<file path="config.mk">
export PLATFORM = sky130hd
export DESIGN_NAME = saas_cell
export DESIGN_NICKNAME = d
export VERILOG_FILES = /design/src/sv/assert_macros.svh /design/src/sv/saas_pkg.sv /design/src/sv/saas_cell.sv
export SDC_FILE = /design/constraint.sdc
export NUM_CORES = 1
export LEC_CHECK = 0
export ABC_AREA = 1
export BUFFER_PORTS_ARGS = -buffer_cell sky130_fd_sc_hd__buf_2
export CAP_MARGIN = 20
export CORE_ASPECT_RATIO = 2
export CORE_MARGIN = 2
export CORE_UTILIZATION = 45
export CTS_CLUSTER_SIZE = 28
export DETAILED_ROUTE_END_ITERATION = 8
export PLACE_DENSITY = 0.63
export SYNTH_ARGS = -nofsm -noshare
export SYNTH_HDL_FRONTEND = slang
export SYNTH_SLANG_ARGS = --single-unit
</file>
<file path="constraint.sdc">
create_clock -name clk -period 28.4 [get_ports clk]
set_input_delay 5.68 -clock clk [delete_from_list [all_inputs] [get_ports clk]]
set_output_delay 5.68 -clock clk [all_outputs]
set_load 0.01 [all_outputs]
</file>
<file path="src/sv/assert_macros.svh">
// Assertion macros for the semi-global alignment RTL.
// No dependencies; included by modules that carry assertions.
`ifndef ASSERT_MACROS_SVH
`define ASSERT_MACROS_SVH

// Same-cycle implication, disabled during reset.
`define ASSERT_IMPLY(lbl, clk, rst_n, a, b) \
    lbl: assert property (@(posedge clk) disable iff (!rst_n) (a) |-> (b)) \
        else $error("assertion failed");

// Next-cycle implication, disabled during reset.
`define ASSERT_NEXT(lbl, clk, rst_n, a, b) \
    lbl: assert property (@(posedge clk) disable iff (!rst_n) (a) |=> (b)) \
        else $error("assertion failed");

`endif

</file>
<file path="src/sv/saas_pkg.sv">
// Types, constants and arithmetic helpers for the alignment score block.
// No dependencies.
package saas_pkg;

    localparam int CODE_W = 5;
    localparam int VAL_W = 8;
    localparam int GAP_W = 10;
    localparam int WIDE_W = 34;

    localparam logic [1:0] KIND_TABLE = 2'd0;
    localparam logic [1:0] KIND_QUERY = 2'd1;
    localparam logic [1:0] KIND_DB = 2'd2;

    localparam logic signed [31:0] NEG_INF = -32'sd1073741824;
    localparam logic signed [31:0] INT_MIN = 32'sh8000_0000;
    localparam logic signed [31:0] INT_MAX = 32'sh7FFF_FFFF;

    // One column step as it travels down the chain of cells.
    typedef struct packed {
        logic                       valid;
        logic                       first;
        logic [CODE_W-1:0]          code;
        logic signed [31:0]         diag;
        logic signed [31:0]         up;
        logic signed [WIDE_W-1:0]   f;
        logic signed [31:0]         colmax;
    } wave_t;

    // Broadcast control from the sequencer to every cell.
    typedef struct packed {
        logic               clear;
        logic               load_en;
        logic [CODE_W-1:0]  load_code;
        logic               wr_sel_en;
        logic               wr_code_en;
        logic [CODE_W-1:0]  wr_code;
        logic [CODE_W-1:0]  wr_col;
        logic [VAL_W-1:0]   wr_val;
    } cell_ctl_t;

    function automatic logic signed [WIDE_W-1:0] max_w(
        input logic signed [WIDE_W-1:0] a,
        input logic signed [WIDE_W-1:0] b
    );
        return (a > b) ? a : b;
    endfunction

    function automatic logic signed [31:0] sat32(input logic signed [WIDE_W-1:0] v);
        logic signed [31:0] r;
        if (v > WIDE_W'(INT_MAX))
            r = INT_MAX;
        else if (v < WIDE_W'(INT_MIN))
            r = INT_MIN;
        else
            r = v[31:0];
        return r;
    endfunction

endpackage

</file>
<file path="src/sv/saas_cell.sv">
// One query row of the alignment: holds its residue, substitution row, H and E.
// Depends on saas_pkg.
module saas_cell #(
    parameter int IDX = 0,
    parameter int ASIZE = 32,
    parameter int LENW = 9
) (
    input  logic                clk,
    input  logic                rst_n,
    input  saas_pkg::wave_t     wave_in,
    output saas_pkg::wave_t     wave_out,
    input  saas_pkg::cell_ctl_t ctl,
    input  logic [LENW-1:0]     sel_idx,
    input  logic [LENW-1:0]     len,
    input  logic [saas_pkg::GAP_W-1:0] gap_open,
    input  logic [saas_pkg::GAP_W-1:0] gap_extend
);
    import saas_pkg::*;

    localparam int CW = (ASIZE > 1) ? $clog2(ASIZE) : 1;

    logic [CODE_W-1:0]          code_reg;
    logic signed [VAL_W-1:0]    row [ASIZE];
    logic signed [31:0]         h_reg;
    logic signed [31:0]         e_reg;
    wave_t                      wave_reg;
    wave_t                      wave_next;

    logic                       active;
    logic                       selected;
    logic signed [WIDE_W-1:0]   left;
    logic signed [WIDE_W-1:0]   e_old;
    logic signed [WIDE_W-1:0]   sc;
    logic signed [WIDE_W-1:0]   e_new;
    logic signed [WIDE_W-1:0]   f_new;
    logic signed [WIDE_W-1:0]   h_raw;
    logic signed [31:0]         h_sat;

    assign selected = (sel_idx == LENW'(IDX));
    assign active = wave_in.valid && (LENW'(IDX) < len);

    always_comb
    begin
        left = wave_in.first ? '0 : WIDE_W'(h_reg);
        e_old = wave_in.first ? WIDE_W'(NEG_INF) : WIDE_W'(e_reg);
        if (({1'b0, code_reg} < 6'(ASIZE)) && ({1'b0, wave_in.code} < 6'(ASIZE)))
            sc = WIDE_W'(row[wave_in.code[CW-1:0]]);
        else
            sc = '0;
        e_new = max_w(e_old - WIDE_W'(gap_extend), left - WIDE_W'(gap_open));
        f_new = max_w(wave_in.f - WIDE_W'(gap_extend),
                      WIDE_W'(wave_in.up) - WIDE_W'(gap_open));
        h_raw = max_w(max_w(WIDE_W'(wave_in.diag) + sc, e_new), f_new);
        h_sat = sat32(h_raw);
        wave_next = wave_in;
        if (active)
        begin
            wave_next.diag = left[31:0];
            wave_next.up = h_sat;
            wave_next.f = f_new;
            wave_next.colmax = (h_sat > wave_in.colmax) ? h_sat : wave_in.colmax;
        end
    end

    always_ff @(posedge clk or negedge rst_n)
    begin
        if (!rst_n)
        begin
            wave_reg <= '0;
            h_reg <= '0;
            e_reg <= NEG_INF;
        end
        else
        begin
            wave_reg <= wave_next;
            if (ctl.clear)
            begin
                h_reg <= '0;
                e_reg <= NEG_INF;
            end
            else if (active)
            begin
                h_reg <= h_sat;
                e_reg <= sat32(e_new);
            end
        end
    end

    // Residue code and substitution row; undefined until loaded.
    always_ff @(posedge clk)
    begin
        if (ctl.load_en && selected)
            code_reg <= ctl.load_code;
        if ((ctl.wr_sel_en && selected) || (ctl.wr_code_en && code_reg == ctl.wr_code))
            row[ctl.wr_col[CW-1:0]] <= ctl.wr_val;
    end

    assign wave_out = wave_reg;

endmodule

</file>
==> flow_summary.ini, run 1 <==
[outcome]
status = finished clean

[detailed_routing]
post_drt_wl_per_cell_um = 26.4
first_iter_violations = 1810
drc = 0
wl_um = 129000
vias_per_cell = 5.68
first_pass_iters = 7
dr_total_vias = 27700
drtAntennaViolNets = 0

[layout]
nets = 4399
final_common_cell = nand2_1
largest_register_ffs = 256
drive_gt1_frac = 0.134
syn2layout_area_growth_pct = 13.2
final_cell_mix = 875 x nand2_1, 396 x nor2_1, 364 x inv_1

[global_route]
antenna_found_initial = 13
grt_pass1_wl_um = 181000
grt_max_degree = 80
grt_pass1_vias = 27600
grt.overflow.total = 0
grt_util_all_layers = 0.369

[floorplan]
die_y_um = 369
rows = 133
start_util = 0.455
die_area_um2 = 68900
core_area_um2 = 65900
io_pins = 341
die-width_um = 187

[placed_design]
gp_congestion = 1.07
place_hpwl_um = 104000
io_buffers = 340

[yosys]
ys_types = 60
syn-cell-area_um2 = 30000
yosysSeqAreaShare = 0.429
yosys.area.top_type = edfxtp_1
netlist_instances = 3673
syn-mean-instance-area_um2 = 8.17
async_flop_share = 0.435
syn-num-nets = 4119
synth-seq-cells = 462
synth.top_cell.area_share = 0.261
synth_ff_type = edfxtp_1
yosysWarnings = 0
synth_top_cells_by_area = edfxtp_1 26%, dfrtp_1 17%, nand2_1 11%
synth-edff-count = 261

[clocking]
h-tree-depth = 2
post_cts_buffers = 0
cts_tree = yes
cts.root.buffer_cell = clkbuf_16
path_clk_slew_ps = 70
cts_made_buffers = 44
hold_buffers = 0
clock_path_buffers = 3
insertion_delay_ps = 620
cts.repair.resized = 0
cts_sinks = 462

[timing]
worst_slew_pin_slew_ps = 1120
finalCriticalPeriod_ps = 20920
finalCritPeriodShare = 0.737
max-slew-margin-rel = 0.240
tns_ps = 0
drv_slew = 0
grt_setup_unrepaired = false
fmax_mhz = 47.8
setup_violations = 0
fin_skew_ps = 38.0
report.final.hold_viol_count = 0

[critical_path]
crit_required_ps = 28910
critPathLaunchType = input port
crit_type = in -> reg
cp_slowest_cell = inv_1
cp_max_fo = 68
cp.arrival_ps = 21420
end_kind = flip-flop
cpMostUsedCell = nand2_1
critPathMaxStageDelay_ps = 780

[worst_hold_path]
hp-class = reg -> reg

[run]
cap_violations = 0
==> worst paths after layout <==
kind                                  startpoint                endpoint  cells after the start  slack [ps]
max reg2reg                 h_reg[6]$_DFFE_PN0P_  wave_out[31]$_DFF_PN0_                     69       12880
max                                 wave_in[135]  wave_out[31]$_DFF_PN0_                     75        7480
min                        e_reg[22]$_DFFE_PN0P_   e_reg[22]$_DFFE_PN0P_                      2         490
max in group asynchronous                  rst_n  wave_out[24]$_DFF_PN0_                      3       21080
min reg2reg                e_reg[22]$_DFFE_PN0P_   e_reg[22]$_DFFE_PN0P_                      2         490
min in group asynchronous                  rst_n  wave_out[46]$_DFF_PN0_                      1        5050
==> kinds of logic after synthesis <==
kind of cell | count (synthesis) | share of synthesized area
compound gates | 689 | 0.132
xor+xnor | 146 | 0.0426
fa+ha+maj | 242 | 0.102
buf+inv | 516 | 0.0698
flops | 462 | 0.429
simple gates | 1618 | 0.224
==> cells in the mapped netlist, drive strengths merged (8+ instances only) <==
master  number
nand3      172
o221ai      54
clkbuf     102
nor4        21
o22ai       25
o211ai       8
edfxtp     261
nor2       403
o21a        15
xor2        92
nand4       45
nand2      900
a21oi      157
nor3        35
o21ai      359
inv        371
a31oi       19
or2         28
ha         237
xnor2       54
buf         43
dfrtp      199
o21bai      12
==> cell type report <==
cell class,count,area (um^2)
fillers,6464,31900
multi-input cells,2695,15100
flip-flops and latches,462,12900
repair buffers,379,2010
inverters,371,1390
clock buffers,61,1250
well taps,877,1100
clock inverters,21,241
diodes,11,27.5
==> critical path, delay by kind of cell <==
family	cells	cell delay [ps]
AOI/OAI and AO/OA	17	2920
xor gates and xnor gates	2	290
adders and majority gates	6	1740
buffers and inverters	14	4180
and+or+nand+nor	36	6430
==> metal layers <==
layer | part of all wire | up-vias | global-route usage | wire length (um)
met4 | 0.11 | 6 | 0.355 | 14700
met2 | 0.52 | 1250 | 0.684 | 66900
met1 | 0.31 | 13100 | 0.338 | 39400
li1 | - | 13000 | - | -
met3 | 0.058 | 421 | 0.0581 | 7470
met5 | 0.00034 | - | 0 | 44
==> stage by stage <==
stage / cell area [um^2] / utilization / hold WS, ps / std cells / setup slack [ps]
2_1_floorplan: 30000 / - / 453 / 3673 / 11440
3_3_place_gp: 32400 / 0.492 / 468 / 4783 / 7240
3_5_place_dp: 32400 / 0.492 / 474 / 4783 / 7060
4_1_cts: 33900 / 0.515 / 489 / 4865 / 7680
5_1_grt: 33900 / 0.515 / 528 / 4871 / 6100
6_report: 34000 / 0.515 / 493 / 4877 / 7480
Power of run 1 is not shown: default switching activity piles up to over one toggle a cycle in this logic, so the estimate is an artifact.
==> inputs of run 2 (changes only) <==
--- a/config.mk
+++ b/config.mk
@@ -13,7 +13,7 @@
 export CORE_UTILIZATION = 45
 export CTS_CLUSTER_SIZE = 28
 export DETAILED_ROUTE_END_ITERATION = 8
-export PLACE_DENSITY = 0.63
+export PLACE_DENSITY = 0.65
 export SYNTH_ARGS = -nofsm -noshare
 export SYNTH_HDL_FRONTEND = slang
 export SYNTH_SLANG_ARGS = --single-unit
==> constraint.sdc (replaced) <==
create_clock -name clk -period 17 [get_ports clk]
set_input_delay 3.4 -clock clk [delete_from_list [all_inputs] [get_ports clk]]
set_output_delay 3.4 -clock clk [all_outputs]
set_load 0.01 [all_outputs]
==> run 2 against run 1 <==
Compared with the run above: setup slack got worse by 6400 ps; sequential share of layout area fell by 0.34 points; wire length up 4.1%; non-clock buffer count is 34 higher; worst hold slack gained 3.4 ps; critical path depth up 2; first-iteration DRC count rose by 17%; cell count grew 0.51%; critical endpoint is now wave_out[14]$_DFF_PN0_.
==> flow_summary.ini, run 2 (synthesis results as in run 1) <==
[outcome]
status = finished clean

[layout]
final_common_cell = nand2_1
final_cell_mix = 875 x nand2_1, 396 x nor2_1, 364 x inv_1
syn2layout_area_growth_pct = 14.2
drive_gt1_frac = 0.142
largest_register_ffs = 256
nets = 4433

[timing]
setup_violations = 0
layout_setup_ws_ps = 1080
drv_slew = 0
max-slew-margin-rel = 0.247
finalCritPeriodShare = 0.937
report.final.hold_viol_count = 0
tns_ps = 0
finalCriticalPeriod_ps = 15920
fin_skew_ps = 32.4
fmax_mhz = 62.8
worst_slew_pin_slew_ps = 1130
grt_setup_unrepaired = false

[clocking]
clock_path_buffers = 3
insertion_delay_ps = 610
h-tree-depth = 2
cts_sinks = 462
path_clk_slew_ps = 70
cts_tree = yes
hold_buffers = 0
cts.root.buffer_cell = clkbuf_16
cts_made_buffers = 44
cts.repair.resized = 0
post_cts_buffers = 0

[floorplan]
rows = 133
die-width_um = 187
die_y_um = 369
io_pins = 341
die_area_um2 = 68900
core_area_um2 = 65900
start_util = 0.455

[global_route]
grt_pass1_vias = 28000
antenna_found_initial = 12
grt_pass1_wl_um = 188000
grt_util_all_layers = 0.385
grt.overflow.total = 0
grt_max_degree = 95

[critical_path]
crit_buf_inv = 8
worstSetupEndpoint = wave_out[14]$_DFF_PN0_
crit_type = in -> reg
cp.depth = 77
cp_slowest_cell = xor2_1
reg2regPathDepth = 76
r2r_slack_ps = 4210
critPathLaunch = wave_in[135]
crit_family = simple AND/OR/NAND/NOR gates
cpMostUsedCell = nand2_1
critPathMaxStageDelay_ps = 830
end_kind = flip-flop
r2r-end = wave_out[14]$_DFF_PN0_
cp_max_fo = 59
cp.arrival_ps = 16430
r2r-start = e_reg[5]$_DFFE_PN0P_
crit_required_ps = 17510
critPathLaunchType = input port

[detailed_routing]
dr_total_vias = 28200
post_drt_wl_per_cell_um = 27.3
drtAntennaViolNets = 0
first_iter_violations = 2113
first_pass_iters = 6
drc = 0
vias_per_cell = 5.76
wl_um = 134000

[worst_hold_path]
hp-class = reg -> reg

[run]
cap_violations = 0

[placed_design]
gp_congestion = 1.08
place_hpwl_um = 107000
place_ws_ps = 821
io_buffers = 340
-- run 2: layer usage --
| layer | share of wire | global-route usage | vias to the layer above |
|---|---|---|---|
| met5 | 0.00031 | 0 | - |
| met4 | 0.13 | 0.407 | 6 |
| met3 | 0.062 | 0.0751 | 518 |
| met2 | 0.50 | 0.689 | 1328 |
| met1 | 0.30 | 0.350 | 13400 |
| li1 | - | - | 13000 |
-- run 2: worst min path at each step --
| stage | from | end | slack, ps | depth (start not counted) |
|---|---|---|---|---|
| 4_1_cts | e_reg[22]$_DFFE_PN0P_ | e_reg[22]$_DFFE_PN0P_ | 500 | 2 |
| 3_5_place_dp | e_reg[22]$_DFFE_PN0P_ | e_reg[22]$_DFFE_PN0P_ | 480 | 2 |
| 5_1_grt | e_reg[23]$_DFFE_PN0P_ | e_reg[23]$_DFFE_PN0P_ | 530 | 2 |
| 2_1_floorplan | e_reg[0]$_DFFE_PN0P_ | e_reg[0]$_DFFE_PN0P_ | 450 | 2 |
| 6_report | e_reg[23]$_DFFE_PN0P_ | e_reg[23]$_DFFE_PN0P_ | 500 | 2 |
| 3_3_place_gp | e_reg[0]$_DFFE_PN0P_ | e_reg[0]$_DFFE_PN0P_ | 470 | 2 |
-- run 2: cell type report --
class,count,area [um^2]
fillers,6501,31600
multi-input cells,2695,15100
flip-flops and latches,462,12900
repair buffers,413,2330
inverters,371,1390
clock buffers,60,1210
well taps,877,1100
clock inverters,20,277
diodes,4,10.0
-- run 2: tightest hold or removal path, delay by kind of cell, from the launching register on --
kind               cells  cell delay (ps)
AOI/OAI and AO/OA      1               60
DFF                    1              350
and+or+nand+nor        1               50
-- run 2: per-stage QoR --
| stage | utilization | cell area (um^2) | hold WS (ps) | cells |
|---|---|---|---|---|
| after floorplan | - | 30000 | 453 | 3673 |
| final | 0.520 | 34300 | 497 | 4902 |
| after CTS | 0.519 | 34200 | 497 | 4892 |
| after global routing | 0.520 | 34300 | 529 | 4898 |
| after global placement | 0.496 | 32700 | 471 | 4812 |
| after detailed placement | 0.496 | 32700 | 482 | 4812 |
Power of run 2 is left out for the same reason.
